### config.mk
export PLATFORM = sky130hd
export DESIGN_NAME = stable_tagged_sorter_unit
export DESIGN_NICKNAME = d
export VERILOG_FILES = /design/src/rtl/sts_pkg.sv /design/src/rtl/sts_store.sv /design/src/rtl/stable_tagged_sorter_unit.sv
export SDC_FILE = /design/constraint.sdc
export NUM_CORES = 1
export LEC_CHECK = 0
export ABC_AREA = 1
export BUFFER_PORTS_ARGS = -buffer_cell sky130_fd_sc_hd__buf_2
export CAP_MARGIN = 5
export CORE_UTILIZATION = 62
export CTS_CLUSTER_SIZE = 8
export DETAILED_ROUTE_END_ITERATION = 10
export HOLD_SLACK_MARGIN = 0.06
export PLACE_DENSITY = 0.8
export SYNTH_ARGS = -nofsm -noshare
export SYNTH_HDL_FRONTEND = slang
export SYNTH_SLANG_ARGS = --single-unit
### constraint.sdc
create_clock -name clk -period 5.55 [get_ports clk]
set_input_delay 0.555 -clock clk [delete_from_list [all_inputs] [get_ports clk]]
set_output_delay 0.555 -clock clk [all_outputs]
set_load 0.05 [all_outputs]
### src/rtl/sts_pkg.sv
// shared types for the stable tagged sorter
package sts_pkg;

    typedef struct packed {
        logic signed [31:0] value;
        logic               last;
    } in_beat_t;

    typedef struct packed {
        logic signed [31:0] sorted_value;
        logic [3:0]         original_position;
        logic               overflowed;
        logic               end_of_run;
    } out_beat_t;

    typedef enum logic [2:0] {
        ST_LOAD,
        ST_SCAN_RD,
        ST_SCAN,
        ST_EMIT_RD,
        ST_EMIT
    } state_t;

endpackage

### src/rtl/sts_store.sv
// value and position store, one write port and one registered read port
module sts_store import sts_pkg::*; #(
    parameter int MAX_ITEMS = 16,
    parameter int AW = 4
) (
    input  logic               clk,
    input  logic               wr_en,
    input  logic [AW-1:0]      wr_addr,
    input  logic signed [31:0] wr_value,
    input  logic [3:0]         wr_pos,
    input  logic [AW-1:0]      rd_addr,
    output logic signed [31:0] rd_value,
    output logic [3:0]         rd_pos
);

    logic [35:0] mem [MAX_ITEMS];
    logic [35:0] rd_reg;

    always_ff @(posedge clk)
    begin
        if (wr_en)
        begin
            mem[wr_addr] <= {wr_value, wr_pos};
        end
        rd_reg <= mem[rd_addr];
    end

    assign rd_value = rd_reg[35:4];
    assign rd_pos   = rd_reg[3:0];

endmodule

### src/rtl/stable_tagged_sorter_unit.sv
// top level of the stable tagged sorter
//
//  channel | valid     | ready     | payload
//  --------+-----------+-----------+------------------------
//  input   | in_valid  | in_ready  | in_data  (in_beat_t)
//  output  | out_valid | out_ready | out_data (out_beat_t)
//
// loading takes one cycle per beat; value and position go into the store
// memory, and a beat beyond capacity sets the overflow flag instead
// on the last beat the block sorts by selection: for each output rank it scans
// all n entries through the single read port to find the smallest key (value,
// then position) above the previous one, then reads it and emits
// reset clears count, flag and state; store contents need no reset
// the output stage is a register; a stall holds the block in the emit state
module stable_tagged_sorter_unit import sts_pkg::*; #(
    parameter int MAX_ITEMS = 16
) (
    input  logic      clk,
    input  logic      rst_n,
    input  logic      in_valid,
    output logic      in_ready,
    input  in_beat_t  in_data,
    output logic      out_valid,
    input  logic      out_ready,
    output out_beat_t out_data
);

    localparam int AW = $clog2(MAX_ITEMS);
    localparam int CW = $clog2(MAX_ITEMS + 1);

    state_t state_reg, state_next;
    logic [CW-1:0] count_reg, count_next;
    logic          ovf_reg, ovf_next;
    // scan index, rank counter
    logic [CW-1:0] idx_reg, idx_next;
    logic [CW-1:0] rank_reg, rank_next;
    // previous emitted key, best candidate
    logic [32:0]   prev_key_reg, prev_key_next;
    logic [AW-1:0] prev_addr_reg, prev_addr_next;
    logic          have_prev_reg, have_prev_next;
    logic [32:0]   best_key_reg, best_key_next;
    logic [AW-1:0] best_addr_reg, best_addr_next;
    logic          have_best_reg, have_best_next;
    logic          out_valid_reg, out_valid_next;
    out_beat_t     out_data_reg, out_data_next;

    logic               wr_en;
    logic [AW-1:0]      rd_addr;
    logic signed [31:0] rd_value;
    logic [3:0]         rd_pos;
    logic [AW-1:0]      rd_idx_q;
    logic [32:0]        cand_key;
    logic               cand_above, cand_below;

    sts_store #(.MAX_ITEMS(MAX_ITEMS), .AW(AW)) u_store (
        .clk      (clk),
        .wr_en    (wr_en),
        .wr_addr  (count_reg[AW-1:0]),
        .wr_value (in_data.value),
        .wr_pos   (4'(count_reg)),
        .rd_addr  (rd_addr),
        .rd_value (rd_value),
        .rd_pos   (rd_pos)
    );

    assign in_ready  = (state_reg == ST_LOAD);
    assign wr_en     = in_valid && in_ready && (count_reg < CW'(MAX_ITEMS));
    assign out_valid = out_valid_reg;
    assign out_data  = out_data_reg;

    // unsigned key: sign flipped so order matches signed order, one zero pad
    assign cand_key   = {1'b0, ~rd_value[31], rd_value[30:0]};
    // tie break on store address, which is the arrival order
    assign cand_above = !have_prev_reg || (cand_key > prev_key_reg) ||
                        (cand_key == prev_key_reg && rd_idx_q > prev_addr_reg);
    assign cand_below = !have_best_reg || (cand_key < best_key_reg) ||
                        (cand_key == best_key_reg && rd_idx_q < best_addr_reg);

    // chosen entry stays addressed while the output waits
    always_comb
    begin
        rd_addr = idx_reg[AW-1:0];
        if (state_reg == ST_EMIT_RD || state_reg == ST_EMIT)
        begin
            rd_addr = best_addr_reg;
        end
    end

    always_ff @(posedge clk)
    begin
        rd_idx_q <= rd_addr;
    end

    // next state
    always_comb
    begin
        state_next = state_reg;
        case (state_reg)
            ST_LOAD:
            begin
                if (in_valid && in_data.last)
                begin
                    state_next = ST_SCAN_RD;
                end
            end
            ST_SCAN_RD: state_next = ST_SCAN;
            ST_SCAN:
            begin
                if (idx_reg == count_reg)
                begin
                    state_next = ST_EMIT_RD;
                end
            end
            ST_EMIT_RD: state_next = ST_EMIT;
            ST_EMIT:
            begin
                if (!out_valid_reg || out_ready)
                begin
                    state_next = (rank_reg + 1'b1 == count_reg) ? ST_LOAD : ST_SCAN_RD;
                end
            end
            default: state_next = ST_LOAD;
        endcase
    end

    // datapath and outputs
    always_comb
    begin
        count_next     = count_reg;
        ovf_next       = ovf_reg;
        idx_next       = idx_reg;
        rank_next      = rank_reg;
        prev_key_next  = prev_key_reg;
        prev_addr_next = prev_addr_reg;
        have_prev_next = have_prev_reg;
        best_key_next  = best_key_reg;
        best_addr_next = best_addr_reg;
        have_best_next = have_best_reg;
        out_valid_next = out_valid_reg && !out_ready;
        out_data_next  = out_data_reg;
        case (state_reg)
            ST_LOAD:
            begin
                if (in_valid)
                begin
                    if (count_reg < CW'(MAX_ITEMS))
                    begin
                        count_next = count_reg + 1'b1;
                    end
                    else
                    begin
                        ovf_next = 1'b1;
                    end
                    idx_next       = '0;
                    rank_next      = '0;
                    have_prev_next = 1'b0;
                    have_best_next = 1'b0;
                end
            end
            ST_SCAN_RD:
            begin
                idx_next       = idx_reg + 1'b1;
                have_best_next = 1'b0;
            end
            ST_SCAN:
            begin
                if (cand_above && cand_below)
                begin
                    best_key_next  = cand_key;
                    best_addr_next = rd_idx_q;
                    have_best_next = 1'b1;
                end
                if (idx_reg != count_reg)
                begin
                    idx_next = idx_reg + 1'b1;
                end
            end
            ST_EMIT:
            begin
                if (!out_valid_reg || out_ready)
                begin
                    out_valid_next                  = 1'b1;
                    out_data_next.sorted_value      = rd_value;
                    out_data_next.original_position = rd_pos;
                    out_data_next.overflowed        = ovf_reg;
                    out_data_next.end_of_run        = (rank_reg + 1'b1 == count_reg);
                    prev_key_next  = best_key_reg;
                    prev_addr_next = best_addr_reg;
                    have_prev_next = 1'b1;
                    rank_next      = rank_reg + 1'b1;
                    idx_next       = '0;
                    if (rank_reg + 1'b1 == count_reg)
                    begin
                        count_next = '0;
                        ovf_next   = 1'b0;
                    end
                end
            end
            default: ;
        endcase
    end

    always_ff @(posedge clk or negedge rst_n)
    begin
        if (!rst_n)
        begin
            state_reg     <= ST_LOAD;
            count_reg     <= '0;
            ovf_reg       <= 1'b0;
            out_valid_reg <= 1'b0;
            have_prev_reg <= 1'b0;
            have_best_reg <= 1'b0;
            idx_reg       <= '0;
            rank_reg      <= '0;
        end
        else
        begin
            state_reg     <= state_next;
            count_reg     <= count_next;
            ovf_reg       <= ovf_next;
            out_valid_reg <= out_valid_next;
            have_prev_reg <= have_prev_next;
            have_best_reg <= have_best_next;
            idx_reg       <= idx_next;
            rank_reg      <= rank_next;
        end
    end

    always_ff @(posedge clk)
    begin
        prev_key_reg  <= prev_key_next;
        prev_addr_reg <= prev_addr_next;
        best_key_reg  <= best_key_next;
        best_addr_reg <= best_addr_next;
        out_data_reg  <= out_data_next;
    end

    a_count_range: assert property (@(posedge clk) disable iff (!rst_n)
        count_reg <= CW'(MAX_ITEMS))
        else $error("count beyond capacity");
    a_no_load_busy: assert property (@(posedge clk) disable iff (!rst_n)
        (state_reg != ST_LOAD) |-> !wr_en)
        else $error("store write while sorting");
    a_emit_found: assert property (@(posedge clk) disable iff (!rst_n)
        (state_reg == ST_EMIT_RD) |-> have_best_reg)
        else $error("no candidate found");
    a_end_clears: assert property (@(posedge clk) disable iff (!rst_n)
        (state_reg == ST_EMIT && state_next == ST_LOAD) |=> (count_reg == '0))
        else $error("count not cleared after burst");

endmodule
==> results by stage, run 1 <==
GRT:
- The met3 global-route usage is 0.0575.
- The leftover overflow at the end of global routing is 0.
- The number of global-route vias before repair came to 19900.
- The initial antenna violation count is 4.
- The overall global routing resource usage is 0.290.
- The global-route wire length before repair is 110 mm.
- For this run, global-route usage on met2 was measured as 0.482.
- The met1 routing resource usage after global routing is 0.371.
- The pin count of the biggest net entering global routing is 261.
- The layer with the highest usage after global routing is met2.

Power:
- The power per unit of standard cell area is 567 mW/mm^2.
- VDD sags by at most 0.879 mV.
- For this design the static power due to leakage is 13.4 nW.

Run status:
- The checks that failed: max-slew violations.
- The run finished, with violations left.

Drt:
- The iteration count of the initial detailed-routing pass is 6.
- The violation count after the first detailed-route iteration is 2180.
- The remaining routing DRC violations is 0.
- The routed design has 71.9 mm of wire.
- The average wire per cell in the routed design is 21.7 um.
- The via count is 19700.
- The count of antenna-violating nets left after detailed routing is 0.
- In the routed layout, each cell is associated on average with a via count of 5.94.

STA:
- The transition time at the pin with the least slew margin is 1610 ps.
- The count of final max-slew check failures is 106.
- The clock period could shrink to 3500 ps.
- Setup repair after global routing left no endpoint under its margin.
- The highest clock rate is 286 MHz.
- Setup total negative slack on the finished layout was measured at 0 ps.
- The number of failing hold endpoints at the final stage was 0.
- Between clock sinks in the finished design, the worst skew comes to 20.3 ps.
- Setup violations remaining at the end of the flow were counted as 0.
- In the finished design, the share of the clock period the worst path needs comes to 0.631.
- Once routing completed, OpenROAD measured the worst setup slack at 2050 ps.
- The relative slew slack is -0.0719.

Critical path:
- The register-to-register setup slack is 2050 ps.
- At the worst endpoint, the required time is 6130 ps.
- Tracing the worst setup path back leads to its startpoint at state_reg[1].
- In this run the worst setup path terminates at u_store.rd_reg[11].
- The worst setup path is launched from a flop.
- The worst-case reg-to-reg path depth is 11.
- The highest fanout seen on the critical path is 76.
- The worst register-to-register path ends at u_store.rd_reg[11].
- The worst setup path is captured at a flop.
- The worst setup path is of the reg -> reg kind.
- In this run the critical register-to-register path is launched from state_reg[1].
- The data arrival time of the critical path is 4080 ps.

Layout:
- In the layout the commonest cells are edfxtp_1, nand2_1, inv_1.
- For this run, the post-layout net count is 2678.
- The fraction of final layout cells with drive strength greater than 1 is 0.0927.
- The filler cells instantiated in the layout total 3050.
- Relative to the synthesized area, the layout overhead comes to 13.0%.
- The register with the most flip-flops in the layout has 576 of them.
- The library cell used most frequently in the layout, excluding fill and tap cells, is edfxtp_1.

Floorplan:
- The effective utilization at floorplan is 0.630.
- The floorplan step set the die height to 225 um.
- The row count is 81.
- From left edge to right edge, the die measures 225 um.
- The number of top-level design ports is 77.
- The die area is 0.0507 mm^2.
- The area inside the core boundary is 0.0491 mm^2.

Clock network:
- The number of levels the H-tree was split into is 3.
- Buffers inserted during clock tree synthesis total 103.
- The master cell of the clock root buffer is clkbuf_16.
- The clock passes through at most 3 buffers.
- The count of cells resized by post-cts repair is 0.
- At the later pin of the worst-skew pair, clock insertion delay measures 640 ps.
- After clock tree synthesis, the clock-pin slew on the worst setup and hold paths is 50 ps.
- The number of setup buffers added after CTS is 0.
- TritonCTS built the clock tree.
- The count of clock tree sinks is 748.

Synthesis:
- The synthesized netlist net count is 2585.
- The number of instances in the synthesized netlist is 2471.
- For this run, the number of Yosys warnings is 0.
- The synthesized netlist occupies a cell area of 0.0309 mm^2.
- The count of state elements after synthesis is 748.
- Each instance of the synthesized netlist takes up on average 12.5 um^2.
- Of the synthesized area, sequential elements account for 0.711.
- The count of different cell masters after synthesis is 36.

Placement:
- Routability-driven placement finished with a final weighted congestion of 0.837.
- Prior to clock tree synthesis, the placed netlist has a worst setup slack of 2130 ps.
- Buffers placed on the I/O ports in this run total 76.
- The wire-length estimate of the detail-placed layout is 38.1 mm.

Job:
- The number of violations of the max-capacitance limit is 0.

Min path:
- The class of the tightest hold or removal check is in -> reg.
per-stage QoR:
step                total power [mW]  cell area [um^2]  hold slack (ps)  instances   util
global placement                13.6             31900              414       3122  0.650
detailed placement              13.9             31900              397       3122  0.650
CTS                             19.7             34900              168       3307  0.711
floorplan                       12.1             30900              259       2471      -
global route                    20.8             34900              208       3308  0.711
finish                          19.8             34900              193       3310  0.711
routing by layer:
| layer | routed length, um | vias to the layer above |
|---|---|---|
| li1 | - | 8912 |
| met1 | 27600 | 9535 |
| met2 | 35300 | 1021 |
| met3 | 6370 | 183 |
| met4 | 2560 | 6 |
| met5 | 36 | - |
cell usage after synthesis:
cell type  number  area share
nand2_2         1     0.00020
edfxtp_1      686        0.67
o22ai_1         2     0.00041
and2_1          1     0.00020
nor3b_1         1     0.00024
buf_4          10      0.0024
nor2_2          2     0.00041
o21a_1          4     0.00097
buf_2          70       0.011
dfrtp_1        22       0.018
ha_1           77       0.031
o211ai_1      289       0.070
nand2_1       450       0.055
inv_2           2     0.00024
o22ai_2         1     0.00041
o31ai_1         3     0.00073
inv_4           1     0.00020
a21oi_1        35      0.0057
o21ai_1         5     0.00081
xnor2_1         1     0.00028
o21ai_2         3     0.00085
nor4_1          1     0.00020
nand3_1       232       0.038
nand2_4         1     0.00036
nor3_1          3     0.00049
nand4_1         6      0.0012
nor2_1         46      0.0056
clkbuf_1       27      0.0033
o21bai_1        2     0.00049
buf_6           6      0.0022
a21o_1          2     0.00049
o21ai_0        21      0.0034
inv_1         403       0.049
buf_1           5     0.00061
xor2_1         10      0.0028
dfxtp_1        40       0.026
final cells by class:
type	instances	area [um^2]	share of cell area
inverters	406	1530	0.0438
clock inverters	4	38.8	0.00111
well taps	664	831	0.0238
multi-input cells	1199	6970	0.200
clock buffers	180	2930	0.0840
diodes	3	7.51	0.000215
flip-flops and latches	748	22000	0.629
repair buffers	106	633	0.0181
cell families (layout without fill, tap and decap cells):
family	Yosys count	count (layout)	synth area share
compound gates	367	367	0.0845
xor+xnor	11	11	0.00312
fa+ha+maj	77	77	0.0312
buf+inv	524	696	0.0693
flops	748	748	0.711
other cells	0	3	0
simple gates	744	744	0.101
worst min-delay path by stage:
stage / startpoint / endpoint / depth (start not counted)
global placement: rd_idx_q[0] / best_addr_reg[0] / 0
global route: out_ready / out_valid / 4
CTS: out_ready / out_valid / 4
detailed placement: u_store.rd_reg[1] / out_data[3] / 0
floorplan: rst_n / count_reg[0] / 0
finish: out_ready / out_valid / 4
worst max-delay path: stages (launching register included):
cell	delay [ps]
dfrtp_1	410
nor2_2	180
nand2_2	160
nand2_4	210
nand2_1	120
o21ai_4	90
buf_4	730
buf_4	860
o211ai_1	250
nand3_1	170
nand3_1	110
nand2_1	120
where the power goes:
group	total, mW	leakage (nW)	internal (mW)	switching [mW]
Sequential	7.52	6.83	6.99	0.527
Combinational	6.50	5.19	1.94	4.56
Clock	5.76	1.41	3.52	2.24
timing repair:
action                     4_1_cts  5_1_grt
hold buffers                     1        0
setup endpoints to repair        0        0
hold endpoints to repair        22        0
No activity file was read; power rests on OpenSTA's default activity.
==> inputs of run 2 (changes only) <==
--- a/config.mk
+++ b/config.mk
@@ -8,11 +8,11 @@
 export ABC_AREA = 1
 export BUFFER_PORTS_ARGS = -buffer_cell sky130_fd_sc_hd__buf_2
 export CAP_MARGIN = 5
-export CORE_UTILIZATION = 62
+export CORE_UTILIZATION = 56
 export CTS_CLUSTER_SIZE = 8
 export DETAILED_ROUTE_END_ITERATION = 10
 export HOLD_SLACK_MARGIN = 0.06
-export PLACE_DENSITY = 0.8
+export PLACE_DENSITY = 0.76
 export SYNTH_ARGS = -nofsm -noshare
 export SYNTH_HDL_FRONTEND = slang
 export SYNTH_SLANG_ARGS = --single-unit
==> constraint.sdc (replaced) <==
create_clock -name clk -period 3.1 [get_ports clk]
set_input_delay 0.31 -clock clk [delete_from_list [all_inputs] [get_ports clk]]
set_output_delay 0.31 -clock clk [all_outputs]
set_load 0.05 [all_outputs]
==> run 2 against run 1 <==
- the flow now finishes without violations
- critical path depth fell by 3
- die area rose by 11%
- largest power group unchanged
- highest routed layer unchanged
- critical path type unchanged
- first-iteration DRC count is 3.3% lower
- critical endpoint is now u_store.mem[7][16]
- hold slack got worse by 100 ps
==> results by stage, run 2 (synthesis results as in run 1) <==
STA:
- Setup repair after global routing left no endpoint under its margin.
- The number of failing hold endpoints at the final stage is 0.
- The final setup violation count is 0.
- The relative slew slack is 0.474.
- The clock period minus final worst setup slack is 2720 ps.
- The count of final max-slew check failures is 0.
- The maximum clock skew at final layout is 26.5 ps.
- The transition time at the pin with the least slew margin is 789 ps.
- The final cycle utilization of the critical path is 0.877.
- Static timing analysis puts the maximum clock frequency at 368 MHz.

Layout:
- The count of nets after finishing is 2726.
- For this run, the share of the core covered by cells in the final layout is 0.659.
- The register with the most flip-flops in the layout has 576 of them.
- The library cell used most frequently in the layout, excluding fill and tap cells, is edfxtp_1.
- Excluding fillers, the count of instances in the completed layout stands at 3387.
- The area added between synthesis and finish is 15.6%.
- Of the cells placed in the final design, the portion with a size suffix greater than 1 is 0.0982.
- In the layout the commonest cells are edfxtp_1, nand2_1, inv_1.
- The layout filler cell count is 3655.

Clock network:
- The cell sitting at the root of the clock tree is a clkbuf_16.
- Clock-pin slew was measured on the worst setup and hold paths at 50 ps.
- The H-tree generated during clock tree synthesis spans 3 levels.
- CTS saw 748 sinks.
- The later pin in the worst-skew pair is clocked with a latency of 640 ps.
- TritonCTS built the clock tree.
- The largest buffer count on any clock path is 3.
- The number of CTS-inserted buffers is 103.

Critical path:
- The startpoint of the worst setup timing path is state_reg[1].
- The critical path goes through nor2_2 -> inv_1 -> nor2_1 -> nand2_1 -> nor2_1 -> nand2_1 -> nor2_4 -> buf_12.
- The data required time at the worst endpoint is 3430 ps.
- The worst setup path is captured at a flop.
- Grouping stages by cell kind, the critical path spends the most delay in simple AND/OR/NAND/NOR gates.
- In this design, the stage delay of the slowest critical-path cell is 470 ps.
- At the worst endpoint, the arrival time is 3050 ps.
- STA classifies the critical path startpoint as a flop.
- Counting both buffers and inverters, the worst setup path holds a total of 2.
- The master of the slowest instance on the critical path is nor2_4.
- Along the worst path, the maximum fanout reaches 18.
- The category of the critical setup timing path is reg -> reg.
- The worst register-to-register path begins at state_reg[1].

GRT:
- The global-route wire length before repair is 109 mm.
- The initial antenna violation count is 2.
- The number of global-route vias before repair is 19400.
- Entering global routing, the biggest net connects 113 pins.
- After global routing the overflow that remains totals 0.
- In the global route stage, overall resource usage came out at 0.256.

Floorplan:
- In this run the vertical extent of the chip is 237 um.
- After floorplanning, the core was sized to cover 0.0541 mm^2.
- From left edge to right edge, the die measures 237 um.
- The die area is 0.0561 mm^2.
- The effective utilization at floorplan is 0.571.
- The floorplan has 85 rows.
- For this design the top-level I/O count stands at 77.

Drt:
- The routed layout has 19600 vias.
- The mean number of vias per cell is 5.79.
- After detailed routing, the total wire length is 71.0 mm.
- After detailed routing, the average wire length per cell comes to 21.0 um.
- The pre-antenna-repair detailed-routing pass consisted of 6 iterations.
- In the routed design, unresolved DRC markers number 0.
- The violation count after the first detailed-route iteration is 2107.
- The count of antenna-violating nets left after detailed routing is 0.

Power:
- VDD sags by at most 0.837 mV.
- The power per unit of standard cell area is 1010 mW/mm^2.
- The static leakage is 13.7 nW.
- The total power of the final layout is 35.9 mW.

Placement:
- Routability-driven placement finished with a final weighted congestion of 0.846.
- In this run the tool buffered the top-level ports with 76 buffer cells.
- After detailed placement, the design holds a cell count of 3172.
- The wire-length estimate of the detail-placed layout is 38.1 mm.

Job:
- The number of violations of the max-capacitance limit is 0.

Min path:
- The startpoint identified for the worst hold timing path is in_data[1].
- The tightest min-delay check is of the in -> reg type.

Run status:
- The flow ran to the end, and the final reports show no timing, DRC or antenna violations.
## run 2: per-stage QoR
| step | hold slack [ps] | setup slack, ps | setup TNS, ps | cell area [um^2] |
|---|---|---|---|---|
| 5_1_grt | 84.9 | 130 | 0 | 35700 |
| 3_5_place_dp | 316 | 367 | 0 | 32400 |
| 4_1_cts | 61.6 | 353 | 0 | 35700 |
| 6_report | 91.9 | 380 | 0 | 35700 |
| 3_3_place_gp | 308 | 397 | 0 | 32400 |
| 2_1_floorplan | 14.4 | -231 | -127500 | 30900 |
## run 2: path summary, 6_finish.rpt
check                      slack (ps)            endpoint  cells after the start
max                               380  u_store.mem[7][16]                      8
min                                90   u_store.mem[2][4]                      1
max reg2reg                       380  u_store.mem[7][16]                      8
min reg2reg                       400         out_data[3]                      0
max in group asynchronous        2510          idx_reg[3]                      2
min in group asynchronous         210         rank_reg[0]                      2
## run 2: layer usage
layer  share of wire  vias to the layer above  GRT usage
li1                -                     8998          -
met1            0.40                     9517      0.336
met2            0.49                      896      0.423
met3           0.080                      188     0.0477
met4           0.031                        2      0.106
met5         0.00011                        -          0
## run 2: power breakdown
group | leakage (nW) | internal [mW] | switching [mW] | total (mW)
logic | 5.49 | 3.78 | 8.53 | 12.3
clock network | 1.42 | 6.37 | 3.95 | 10.3
registers | 6.83 | 12.5 | 0.758 | 13.3
## run 2: final cells by class
class	count	area (um^2)	share of cell area
multi-input cells	1199	6970	0.195
clock inverters	4	63.8	0.00179
repair buffers	154	1380	0.0387
well taps	696	871	0.0244
clock buffers	177	2920	0.0818
flip-flops and latches	748	22000	0.615
diodes	3	7.51	0.000210
inverters	406	1530	0.0428
## run 2: repair_timing
item                                    in CTS  in global routing
gates resized for setup                      0                  1
hold endpoints to repair                   408                  0
setup buffers                                0                  0
hold buffers                                31                  0
endpoints found under the setup margin       0                 10
